<file path="src/rtl/mlf_pkg.sv">
`default_nettype none
package mlf_pkg;

  localparam int BLOCK_LEN_DEF       = 256;
  localparam int UPDATE_INTERVAL_DEF = 10;

  localparam int DW    = 18;
  localparam int CW    = 15;
  localparam int CFG_AW = 1;
  localparam int W     = 40;
  localparam int MW    = 27;
  localparam int PW    = 2 * MW;
  localparam int SW    = 5;

  localparam logic [CFG_AW-1:0] REG_CUTOFF    = 1'd0;
  localparam logic [CFG_AW-1:0] REG_RESONANCE = 1'd1;

  localparam logic signed [W-1:0] ONE_Q14  = 40'sd16384;
  localparam logic signed [MW-1:0] K_POINT8 = 27'sd13107;
  localparam logic signed [MW-1:0] K_FIVE6  = 27'sd91750;
  localparam logic signed [MW-1:0] K_SIXTH  = 27'sd2731;
  localparam logic signed [DW-1:0] PREV_RST = 18'sd1638;
  localparam logic [CW-1:0] CUTOFF_RST = 15'd8192;

  localparam logic [SW-1:0] STEP_C0  = 5'd0;
  localparam logic [SW-1:0] STEP_C1  = 5'd1;
  localparam logic [SW-1:0] STEP_C2  = 5'd2;
  localparam logic [SW-1:0] STEP_C3  = 5'd3;
  localparam logic [SW-1:0] STEP_C4  = 5'd4;
  localparam logic [SW-1:0] STEP_C5  = 5'd5;
  localparam logic [SW-1:0] STEP_C6  = 5'd6;
  localparam logic [SW-1:0] STEP_FB  = 5'd7;
  localparam logic [SW-1:0] STEP_X   = 5'd8;
  localparam logic [SW-1:0] STEP_1A  = 5'd9;
  localparam logic [SW-1:0] STEP_1B  = 5'd10;
  localparam logic [SW-1:0] STEP_1C  = 5'd11;
  localparam logic [SW-1:0] STEP_2A  = 5'd12;
  localparam logic [SW-1:0] STEP_2B  = 5'd13;
  localparam logic [SW-1:0] STEP_2C  = 5'd14;
  localparam logic [SW-1:0] STEP_3A  = 5'd15;
  localparam logic [SW-1:0] STEP_3B  = 5'd16;
  localparam logic [SW-1:0] STEP_3C  = 5'd17;
  localparam logic [SW-1:0] STEP_4A  = 5'd18;
  localparam logic [SW-1:0] STEP_4B  = 5'd19;
  localparam logic [SW-1:0] STEP_4C  = 5'd20;
  localparam logic [SW-1:0] STEP_KA  = 5'd21;
  localparam logic [SW-1:0] STEP_KB  = 5'd22;
  localparam logic [SW-1:0] STEP_KC  = 5'd23;
  localparam logic [SW-1:0] STEP_KD  = 5'd24;
  localparam logic [SW-1:0] STEP_FIN = 5'd25;

  typedef struct packed {
    logic          load;
    logic          run;
    logic [SW-1:0] step;
    logic          commit;
  } mlf_cmd_t;

  typedef struct packed {
    logic upd_now;
  } mlf_stat_t;

  function automatic logic signed [DW-1:0] sat18(input logic signed [W-1:0] x);
    logic signed [DW-1:0] y;
    if (x > 40'sd131071) y = 18'sd131071;
    else if (x < -40'sd131072) y = -18'sd131072;
    else y = x[DW-1:0];
    return y;
  endfunction

endpackage
`default_nettype wire

</file>
<file path="src/rtl/mlf_ctrl.sv">
`default_nettype none
module mlf_ctrl
  import mlf_pkg::*;
(
  input  wire logic      clk,
  input  wire logic      rst_n,
  input  wire logic      in_valid,
  output logic           in_stall,
  output logic           out_valid,
  input  wire logic      out_stall,
  input  wire mlf_stat_t stat,
  output mlf_cmd_t       cmd
);

  localparam logic ST_IDLE = 1'b0;
  localparam logic ST_RUN  = 1'b1;

  logic          state_r, state_nxt;
  logic [SW-1:0] step_r, step_nxt;
  logic          out_valid_r, out_valid_nxt;
  logic          accept, commit;

  assign in_stall  = (state_r != ST_IDLE);
  assign out_valid = out_valid_r;
  assign accept    = in_valid && !in_stall;
  assign commit    = (state_r == ST_RUN) && (step_r == STEP_FIN) &&
                     (!out_valid_r || !out_stall);

  always_comb begin
    state_nxt     = state_r;
    step_nxt      = step_r;
    out_valid_nxt = out_valid_r && out_stall;
    case (state_r)
      ST_IDLE: begin
        if (accept) begin
          state_nxt = ST_RUN;
          step_nxt  = stat.upd_now ? STEP_C0 : STEP_FB;
        end
      end
      ST_RUN: begin
        if (step_r == STEP_FIN) begin
          if (commit) begin
            state_nxt     = ST_IDLE;
            out_valid_nxt = 1'b1;
          end
        end else begin
          step_nxt = step_r + 5'd1;
        end
      end
      default: state_nxt = ST_IDLE;
    endcase
  end

  always_ff @(posedge clk) begin
    if (!rst_n) begin
      state_r     <= ST_IDLE;
      step_r      <= STEP_C0;
      out_valid_r <= 1'b0;
    end else begin
      state_r     <= state_nxt;
      step_r      <= step_nxt;
      out_valid_r <= out_valid_nxt;
    end
  end

  assign cmd.load   = accept;
  assign cmd.run    = (state_r == ST_RUN);
  assign cmd.step   = step_r;
  assign cmd.commit = commit;

  a_step_range: assert property (@(posedge clk) disable iff (!rst_n)
    (state_r == ST_RUN) |-> (step_r <= STEP_FIN))
    else $error("step beyond end of sequence");
  a_accept_start: assert property (@(posedge clk) disable iff (!rst_n)
    accept |=> (state_r == ST_RUN) && (step_r == STEP_C0 || step_r == STEP_FB))
    else $error("bad start step");
  a_commit_out: assert property (@(posedge clk) disable iff (!rst_n)
    commit |=> out_valid_r && (state_r == ST_IDLE))
    else $error("commit did not present result");

endmodule
`default_nettype wire

</file>
<file path="src/rtl/mlf_datapath.sv">
`default_nettype none
module mlf_datapath
  import mlf_pkg::*;
#(
  parameter int BLOCK_LEN       = BLOCK_LEN_DEF,
  parameter int UPDATE_INTERVAL = UPDATE_INTERVAL_DEF
) (
  input  wire logic                 clk,
  input  wire logic                 rst_n,
  input  wire logic                 cfg_we,
  input  wire logic [CFG_AW-1:0]    cfg_addr,
  input  wire logic [CW-1:0]        cfg_wdata,
  input  wire logic signed [DW-1:0] in_sample_in,
  input  wire logic signed [DW-1:0] in_cutoff_cv,
  input  wire logic signed [DW-1:0] in_emphasis_cv,
  input  wire mlf_cmd_t             cmd,
  output mlf_stat_t                 stat,
  output logic signed [DW-1:0]      out_lowpass_out,
  output logic signed [DW-1:0]      out_bandpass_out,
  output logic signed [DW-1:0]      out_highpass_out
);

  localparam int BPW = $clog2(BLOCK_LEN + 1);
  localparam int UPW = $clog2(UPDATE_INTERVAL + 1);

  logic [CW-1:0] cutoff_r, resonance_r;
  logic signed [DW-1:0] smp_r, ccv_r, ecv_r;
  logic signed [DW-1:0] prev_r, st1_r, st2_r, st3_r, st4_r;
  logic signed [DW-1:0] gain_r, fb_r, decay_r;
  logic signed [DW-1:0] x_r, ns1_r, ns2_r, ns3_r, ns4_r;
  logic signed [W-1:0]  fc_r, rr_r, base_r, pc_r, t_r;
  logic signed [PW-1:0] prod_r;
  logic [BPW-1:0] bpos_r, bpos_inc;
  logic [UPW-1:0] uph_r, uph_inc;
  logic signed [DW-1:0] lp_r, bp_r, hp_r;

  logic signed [W-1:0]  mq, sum, fcw, xw, qw;
  logic signed [MW-1:0] mul_a, mul_b;

  assign mq = prod_r[PW-1:14];
  assign stat.upd_now = (uph_r == '0);

  always_comb begin
    mul_a = '0;
    mul_b = '0;
    case (cmd.step)
      STEP_C1: begin mul_a = MW'(fc_r); mul_b = MW'(rr_r); end
      STEP_C2: begin mul_a = MW'(mq);   mul_b = K_POINT8; end
      STEP_C3: begin mul_a = MW'(rr_r); mul_b = MW'(rr_r); end
      STEP_C4: begin mul_a = MW'(mq);   mul_b = K_FIVE6; end
      STEP_C5: begin mul_a = MW'(rr_r); mul_b = MW'(ONE_Q14 - rr_r + mq); end
      STEP_FB: begin mul_a = MW'(fb_r); mul_b = MW'(st4_r); end
      STEP_1A: begin mul_a = MW'(x_r) + MW'(prev_r); mul_b = MW'(gain_r); end
      STEP_1B: begin mul_a = MW'(st1_r); mul_b = MW'(decay_r); end
      STEP_2A: begin mul_a = MW'(ns1_r) + MW'(st1_r); mul_b = MW'(gain_r); end
      STEP_2B: begin mul_a = MW'(st2_r); mul_b = MW'(decay_r); end
      STEP_3A: begin mul_a = MW'(ns2_r) + MW'(st2_r); mul_b = MW'(gain_r); end
      STEP_3B: begin mul_a = MW'(st3_r); mul_b = MW'(decay_r); end
      STEP_4A: begin mul_a = MW'(ns3_r) + MW'(st3_r); mul_b = MW'(gain_r); end
      STEP_4B: begin mul_a = MW'(st4_r); mul_b = MW'(decay_r); end
      STEP_KA: begin mul_a = MW'(ns4_r); mul_b = MW'(ns4_r); end
      STEP_KB: begin mul_a = MW'(mq);    mul_b = MW'(ns4_r); end
      STEP_KC: begin mul_a = MW'(mq);    mul_b = K_SIXTH; end
      default: begin mul_a = '0; mul_b = '0; end
    endcase
  end

  assign sum = W'($signed({1'b0, cutoff_r})) + W'(ccv_r);
  assign fcw = (sum < 0) ? '0 : (sum >>> 2);
  assign xw  = W'(smp_r) - mq;
  assign qw  = base_r + ONE_Q14 + (mq >>> 1);
  assign bpos_inc = bpos_r + 1'b1;
  assign uph_inc  = uph_r + 1'b1;

  always_ff @(posedge clk) begin
    prod_r <= PW'(mul_a) * PW'(mul_b);
    if (cmd.load) begin
      smp_r <= in_sample_in;
      ccv_r <= in_cutoff_cv;
      ecv_r <= in_emphasis_cv;
    end
    if (cmd.run) begin
      case (cmd.step)
        STEP_C0: begin
          fc_r   <= fcw;
          rr_r   <= ONE_Q14 - fcw;
          base_r <= 40'sd6 * (W'($signed({1'b0, resonance_r})) + W'(ecv_r))
                    - 40'sd49152;
        end
        STEP_C3: pc_r <= fc_r + mq;
        STEP_X: begin
          if (xw > ONE_Q14) x_r <= 18'sd16384;
          else if (xw < -ONE_Q14) x_r <= -18'sd16384;
          else x_r <= xw[DW-1:0];
        end
        STEP_1B, STEP_2B, STEP_3B, STEP_4B: t_r <= mq;
        STEP_1C: ns1_r <= sat18(t_r - mq);
        STEP_2C: ns2_r <= sat18(t_r - mq);
        STEP_3C: ns3_r <= sat18(t_r - mq);
        STEP_4C: ns4_r <= sat18(t_r - mq);
        STEP_KD: ns4_r <= sat18(W'(ns4_r) - mq);
        default: begin
        end
      endcase
    end
    if (cmd.commit) begin
      lp_r <= ns4_r;
      bp_r <= sat18(W'(x_r) - W'(ns4_r));
      hp_r <= sat18(40'sd3 * (W'(ns3_r) - W'(ns4_r)));
    end
  end

  always_ff @(posedge clk) begin
    if (!rst_n) begin
      cutoff_r    <= CUTOFF_RST;
      resonance_r <= '0;
      prev_r      <= PREV_RST;
      st1_r       <= PREV_RST;
      st2_r       <= '0;
      st3_r       <= '0;
      st4_r       <= '0;
      gain_r      <= '0;
      fb_r        <= '0;
      decay_r     <= '0;
      bpos_r      <= '0;
      uph_r       <= '0;
    end else begin
      if (cfg_we) begin
        case (cfg_addr)
          REG_CUTOFF:    cutoff_r    <= cfg_wdata;
          REG_RESONANCE: resonance_r <= cfg_wdata;
          default: begin
          end
        endcase
      end
      if (cmd.run && cmd.step == STEP_C6) begin
        gain_r  <= sat18(pc_r);
        decay_r <= sat18(40'sd2 * pc_r - ONE_Q14);
        fb_r    <= sat18(qw);
      end
      if (cmd.commit) begin
        prev_r <= x_r;
        st1_r  <= ns1_r;
        st2_r  <= ns2_r;
        st3_r  <= ns3_r;
        st4_r  <= ns4_r;
        if (bpos_inc >= BPW'(BLOCK_LEN)) begin
          bpos_r <= '0;
          uph_r  <= '0;
        end else begin
          bpos_r <= bpos_inc;
          uph_r  <= (uph_inc >= UPW'(UPDATE_INTERVAL)) ? '0 : uph_inc;
        end
      end
    end
  end

  assign out_lowpass_out  = lp_r;
  assign out_bandpass_out = bp_r;
  assign out_highpass_out = hp_r;

endmodule
`default_nettype wire

</file>
<file path="src/rtl/four_pole_ladder_filter.sv">
// Channel   Direction  Handshake            Payload
// in_       input      in_valid/in_stall    sample_in, cutoff_cv, emphasis_cv
// out_      output     out_valid/out_stall  lowpass_out, bandpass_out, highpass_out
// cfg_      input      cfg_we               cfg_addr, cfg_wdata
//
// One shared 27x27 multiplier is sequenced by the controller, one step a cycle.
// An item runs steps FB to FIN after acceptance, or C0 to FIN when the coefficients
// are recomputed (seven extra steps); a new item is taken only after the commit.
// Reset is synchronous; no clearing pass is needed.
// A stalled result is held in the output register; the controller waits at its
// last step until the register is free.
`default_nettype none
module four_pole_ladder_filter
  import mlf_pkg::*;
#(
  parameter int BLOCK_LEN       = BLOCK_LEN_DEF,
  parameter int UPDATE_INTERVAL = UPDATE_INTERVAL_DEF
) (
  input  wire logic                 clk,
  input  wire logic                 rst_n,
  input  wire logic                 cfg_we,
  input  wire logic [CFG_AW-1:0]    cfg_addr,
  input  wire logic [CW-1:0]        cfg_wdata,
  input  wire logic                 in_valid,
  output logic                      in_stall,
  input  wire logic signed [DW-1:0] in_sample_in,
  input  wire logic signed [DW-1:0] in_cutoff_cv,
  input  wire logic signed [DW-1:0] in_emphasis_cv,
  output logic                      out_valid,
  input  wire logic                 out_stall,
  output logic signed [DW-1:0]      out_lowpass_out,
  output logic signed [DW-1:0]      out_bandpass_out,
  output logic signed [DW-1:0]      out_highpass_out
);

  mlf_cmd_t  cmd;
  mlf_stat_t stat;

  mlf_ctrl u_ctrl (
    .clk       (clk),
    .rst_n     (rst_n),
    .in_valid  (in_valid),
    .in_stall  (in_stall),
    .out_valid (out_valid),
    .out_stall (out_stall),
    .stat      (stat),
    .cmd       (cmd)
  );

  mlf_datapath #(
    .BLOCK_LEN       (BLOCK_LEN),
    .UPDATE_INTERVAL (UPDATE_INTERVAL)
  ) u_dp (
    .clk              (clk),
    .rst_n            (rst_n),
    .cfg_we           (cfg_we),
    .cfg_addr         (cfg_addr),
    .cfg_wdata        (cfg_wdata),
    .in_sample_in     (in_sample_in),
    .in_cutoff_cv     (in_cutoff_cv),
    .in_emphasis_cv   (in_emphasis_cv),
    .cmd              (cmd),
    .stat             (stat),
    .out_lowpass_out  (out_lowpass_out),
    .out_bandpass_out (out_bandpass_out),
    .out_highpass_out (out_highpass_out)
  );

endmodule
`default_nettype wire

</file>
<file path="config.mk">
export PLATFORM = sky130hd
export DESIGN_NAME = four_pole_ladder_filter
export DESIGN_NICKNAME = d
export VERILOG_FILES = /design/src/rtl/mlf_pkg.sv /design/src/rtl/mlf_ctrl.sv /design/src/rtl/mlf_datapath.sv /design/src/rtl/four_pole_ladder_filter.sv
export SDC_FILE = /design/constraint.sdc
export NUM_CORES = 2
export LEC_CHECK = 0
export BUFFER_PORTS_ARGS = -buffer_cell sky130_fd_sc_hd__clkbuf_2
export CAP_MARGIN = 25
export CORE_MARGIN = 2
export CORE_UTILIZATION = 35
export DETAILED_ROUTE_END_ITERATION = 16
export HOLD_SLACK_MARGIN = 0.06
export PLACE_DENSITY = 0.48
export SLEW_MARGIN = 20
export SYNTH_ARGS = -nofsm -noshare
export SYNTH_HDL_FRONTEND = slang
export SYNTH_SLANG_ARGS = --single-unit
</file>
<file path="constraint.sdc">
create_clock -name clk -period 10 [get_ports clk]
set_clock_uncertainty 0.15 [all_clocks]
set_input_delay 1 -clock clk [delete_from_list [all_inputs] [get_ports clk]]
set_output_delay 1 -clock clk [all_outputs]
set_load 0.1 [all_outputs]
</file>
Word-level counts from Yosys, hierarchy flattened
Index checks and enable logic that the tools add are counted.

Register bits after elaboration: 631. Input port bits: 75. Output and inout port bits: 56. Logic and storage cells: 167.

Add/subtract/negate cells: 22. $mul: 3. $lt $le $gt $ge: 19. Equality and inequality tests: 27. Mux-type cells: 31. Bitwise logic cells: 2. Reductions and logical operators: 30.

Operators with widths (count): $pmux 27 s13 (1); $gt 40x18->1 const B (7); $lt 40x18->1 const B (7); $pmux 27 s9 (1); $mux 18 (13); $sub 18x40->40 (2); $add 18x18->19 (4); $mul 27x27->54 (1); $eq 5x5->1 const B (10); $add 39x40->40 (1); $add 40x16->40 const B (1); $add 40x39->40 (1); $eq 5x4->1 const B (8); $gt 40x16->1 const B (1); $lt 40x1->1 const B (1); $lt 40x15->1 const B (1); $mul 3x40->39 const A (1); $mul 3x40->40 const A (1); $sub 40x16->40 const B (1); $sub 40x17->40 const B (1); $sub 40x40->40 (1); $add 16x18->19 (2); $mux 38 (1); $sub 18x18->19 (2); 31 further kinds (64).

Logic depth before layout (Yosys ltp)
Depth after elaboration: 6. Gate-level depth with buffers: 48. Depth with buffers taken out: 46.

Hierarchy
Synthesis repeated with hierarchy kept, for this count alone.

Cells, all modules: 7719. Area, all modules: 69743.1 um2.

Modules (own cells, without submodules): mlf_datapath (times used 1, cells an instance 7665, area an instance 69280.2 um2, seq. area each 14844.2 um2); mlf_ctrl (times used 1, cells an instance 54, area an instance 462.9 um2, seq. area each 140.1 um2).

Worst setup path before layout
OpenSTA, ideal clock, no wires.

Path kind: register to register. From: register u_dp.prod_r[15]. To: register u_dp.prod_r[52]. Setup time: 0.123 ns. Arrival: 10.615 ns. Data required time: 9.727 ns. Setup slack: -0.888 ns. Stages on the path, launching flop included: 43. Buffers on the path: 1. Period minus slack after synthesis: 10.888 ns. Cells stage by stage: dfxtp_1 -> ha_1 -> ha_1 -> inv_1 -> fa_1 -> nor2b_1 -> o21ai_0 -> a21boi_0 -> o21ai_0 -> a21boi_0 -> o21a_1 -> nor4_1 -> o31ai_1 -> a21oi_1 -> o21bai_1 -> a21oi_1 -> o21ai_0 -> xor2_1 -> [7 not listed] -> fa_1 -> fa_1 -> inv_1 -> fa_1 -> inv_1 -> ha_1 -> a21o_1 -> a21o_1 -> a21o_1 -> a21oi_1 -> o32ai_2 -> a41o_1 -> a21o_1 -> a211o_1 -> a31o_2 -> a21oi_2 -> o21bai_1 -> xor2_1.

Longest elaborated chain between the ends: 3. Elaborated cells between the ends (all ways): 4. Those cells by class: add/sub: 1; mul: 1; mux: 2.

Ends and longest elaborated chain: start: declaration (RTL line mlf_datapath.sv:32) `logic signed [PW-1:0] prod_r;`; start signal: assignment (RTL line mlf_datapath.sv:76) `prod_r <= PW'(mul_a) * PW'(mul_b);`; $add 27x27->27 (RTL line mlf_datapath.sv:51) `STEP_C5: begin mul_a = MW'(rr_r); mul_b = MW'(ONE_Q14 - rr_r + mq); end`; $pmux 27 s9 (RTL line mlf_datapath.sv:46) `case (cmd.step)`; $mul 27x27->54 (*) (RTL line mlf_datapath.sv:76).

Mark *: on every way between the ends. The rest lies on a longest branch, timed or not. A chain may end at the register's enable or synchronous reset.

Worst setup path in the final report
From: register u_dp.ns3_r[1]. To: register u_dp.prod_r[52].

Longest elaborated chain between the ends: 3.

Ends and longest elaborated chain: start: declaration (RTL line mlf_datapath.sv:30) `logic signed [DW-1:0] x_r, ns1_r, ns2_r, ns3_r, ns4_r;`; start signal: assignment (RTL line mlf_datapath.sv:99) `STEP_3C: ns3_r <= sat18(t_r - mq);`; $add 18x18->19 (RTL line mlf_datapath.sv:59) `STEP_4A: begin mul_a = MW'(ns3_r) + MW'(st3_r); mul_b = MW'(gain_r); end`; $pmux 27 s13 (RTL line mlf_datapath.sv:46); $mul 27x27->54 (RTL line mlf_datapath.sv:76).

Every way passes these cells.

==> impl_metrics.csv <==
group,metric,value,unit
clock_tree,clock_latency,700,ps
critical_path,critPathCapture,"u_dp.prod_r[52]",
sta,period_share,103,%
detailed_routing,drt-initial-drc-count,4361,
critical_path,worstSetupPathType,"reg -> reg",
detailed_routing,drc,0,
floorplan,coreArea,0.195,mm²
synth,yosysSeqAreaShare,22.5,%
run_status,status,"finished with violations",
synth,ys_seq_elements,593,
critical_path,crit_start,"u_dp.ns3_r[1]",
critical_path,r2r-end,"u_dp.prod_r[52]",
critical_path,cp-start-kind,"flop",
synth,synth_area,0.0687,mm²
pwr,leakage,0.0377,µW
pwr,p_per_area,209,mW/mm²
grt,grt_pass1_wl,368,mm
final_layout,fillCellCount,19400,
clock_tree,clock-root-buffer,"clkbuf_16",
clock_tree,cts_tree,"done",
floorplan,die_y,447,µm
sta,timing.fmax,97.5,MHz
floorplan,dieArea,0.200,mm²
detailed_routing,drt_wl_total,245,mm
placed_design,gp_congestion,0.956,
final_layout,seq_area,0.0155,mm²
pwr,peakVddDrop,0.132,mV
synth,synth_edf_count,359,
detailed_routing,routed-via-count,57600,
detailed_routing,drtAntennaViolNets,0,
critical_path,worst-r2r-cell-count,41,
detailed_routing,wl_per_cell,22.1,µm
placed_design,pre_cts_ws,-848,ps
critical_path,crit_buf_inv,6,
floorplan,rows,162,
placed_design,portBuffers,130,
critical_path,slowest_delay,570,ps
critical_path,cp.depth,41,
critical_path,critPathCaptureType,"flop",
grt,grt_usage,24.5,%
synth,synth.area.top_cells,"fa_1 (23%), edfxtp_1 (16%), ha_1 (12%)",
grt,grt.overflow.total,0,
critical_path,cp_slowest_cell,"fa_1",
synth,synth_nets,9138,
detailed_routing,via_per_inst,5.20,
clock_tree,clock_sinks,593,
placed_design,dp_hpwl,203,mm
synth,synth_cells,7644,
floorplan,io_pins,131,
critical_path,arrival,10650,ps
run_status,violations,"setup timing",
sta,hold_viol_final,0,
critical_path,cp_data_required_time,10390,ps
sta,fin_ws,-254,ps
grt,grt_start_max_net_pins,84,
critical_path,reg2reg_slack,-250,ps
final_layout,nets,9898,
sta,slew_viol_final,0,
synth,synth_area_leader_cell,"fa_1",
synth,ys_top_cells_by_count,"inv_1 (1088), nand2_1 (1030), fa_1 (776)",
synth,yosys_warnings,0,
clock_tree,cts_buffers,71,
synth,synth_cell_types,103,
critical_path,r2r-start,"u_dp.ns3_r[1]",
final_layout,drive_gt1_share,15.8,%
sta,setup_violations,10,
synth,synth-main-ff-cell,"edfxtp_1",
floorplan,dieWidth,447,µm
clock_tree,clockBufferDepth,3,
grt,antenna_found_initial,6,
min_path,hold_path.class,"reg -> reg",
sta,holdWs,318,ps
clock_tree,path_clk_slew,60,ps
synth,syn_avg_cell_area,8.98,µm²
grt,grt_pass1_vias,58400,
sta,worstMarginPinSlew,1120,ps
critical_path,crit_family,"compound AO/OA/AOI/OAI gates",
synth,synthArstFlopShare,0,%
floorplan,initial_core_util,35.2,%
detailed_routing,dr.pass1.iters,11,
sta,period_minus_slack,10250,ps
synth,synth_most_common_cell,"inv_1",
critical_path,cp_max_fo,5,
min_path,min_path_cells,2,
synth,synth_top_area_share,22.6,%
final_layout,multi_input_area,0.0491,mm²
sta,relSlewSlack,24.4,%
sta,rsz0062_at_grt,"yes",
final_layout,areaGrowthSynthToFinish,19.4,%
clock_tree,hold_buffers,0,
job,cap_viol_max_count,0,
clock_tree,htree_num_levels,3,
state kept, by name (all words and copies together) (netlist names), 26 cells and up:
register,cells
u_dp.t_r,40
u_dp.rr_r,26
u_dp.pc_r,40
u_dp.prod_r,40
u_dp.base_r,39
metal layers:
layer / global-route usage [%] / routed length, µm
met5: 0.635 / 213
met4: 7.63 / 8540
met3: 3.81 / 14100
met2: 39.8 / 113000
met1: 33.4 / 109000
power breakdown:
group          internal, µW  leakage, µW  total, µW  switching [µW]
registers              2970      0.00516       3170             200
logic                  4630       0.0314      11300            6700
clock network          1480      0.00114       2650            1170
total                  9080       0.0377      17200            8080
cell usage in the layout (no fill, tap or decap), types with 231 or more instances in the layout:
master | synthesis | final
dfxtp_1 | 234 | 231
inv_1 | 1088 | 1073
edfxtp_1 | 359 | 359
fa_1 | 776 | 754
xnor2_1 | 273 | 268
o21ai_0 | 286 | 258
buf_4 | 2 | 747
a21oi_1 | 396 | 366
ha_1 | 643 | 627
nand2_1 | 1030 | 1019
nor2_1 | 479 | 464
worst register-to-register path, delay by kind of cell, from the launching register on:
family / cells / cell delay, ps
and+or+nand+nor: 1 / 210
AOI/OAI and AO/OA: 23 / 4370
adders and majority gates: 9 / 3990
buffers and inverters: 6 / 640
xor gates and xnor gates: 2 / 370
DFF: 1 / 420
what timing repair did:
item                                    4_1_cts  5_1_grt
cloned                                        1        0
setup buffers                                44       24
resized for setup                           114      130
endpoints found under the setup margin       22       27
pin swaps                                    92      152
cell families after synthesis:
| logic type | count (synthesis) | share of synthesized area (%) |
|---|---|---|
| and+or+nand+nor | 2305 | 15.3 |
| AOI/OAI and AO/OA | 1549 | 15.0 |
| adders and majority gates | 1423 | 34.4 |
| buffers and inverters | 1365 | 7.53 |
| DFF | 593 | 22.5 |
| xor gates and xnor gates | 398 | 5.08 |
| muxes | 10 | 0.151 |
| other | 1 | 0.00546 |
worst min-delay path by stage:
stage	startpoint	endpoint
2_1_floorplan	u_dp.prod_r[40]	u_dp.t_r[26]
3_3_place_gp	u_dp.prev_r[2]	u_dp.prev_r[2]
3_5_place_dp	u_dp.resonance_r[5]	u_dp.resonance_r[5]
4_1_cts	in_sample_in[0]	u_dp.smp_r[0]
5_1_grt	in_sample_in[0]	u_dp.smp_r[0]
6_report	u_dp.resonance_r[5]	u_dp.resonance_r[5]
cell type report:
cell class	instances	share of cell area, %
multi-input cells	5686	60.0
flip-flops and latches	593	18.9
repair buffers	957	9.26
inverters	1095	5.02
well taps	2624	4.01
clock buffers	101	2.49
clock inverters	30	0.372
diodes	4	0.0122
through the flow:
step | util (%) | area, µm² | TNS, ps | cells | total power (µW)
final | 42.0 | 82000 | -1320 | 11100 | 17200
after CTS | 41.7 | 81200 | -2540 | 11100 | 17100
after global placement | 40.0 | 78100 | -7270 | 10900 | 14200
after floorplan | - | 68900 | 0 | 7644 | 10100
after detailed placement | 40.1 | 78100 | -8330 | 10900 | 14200
after global routing | 42.0 | 81900 | -8420 | 11100 | 18600
Power figures use the tool's default switching activity.
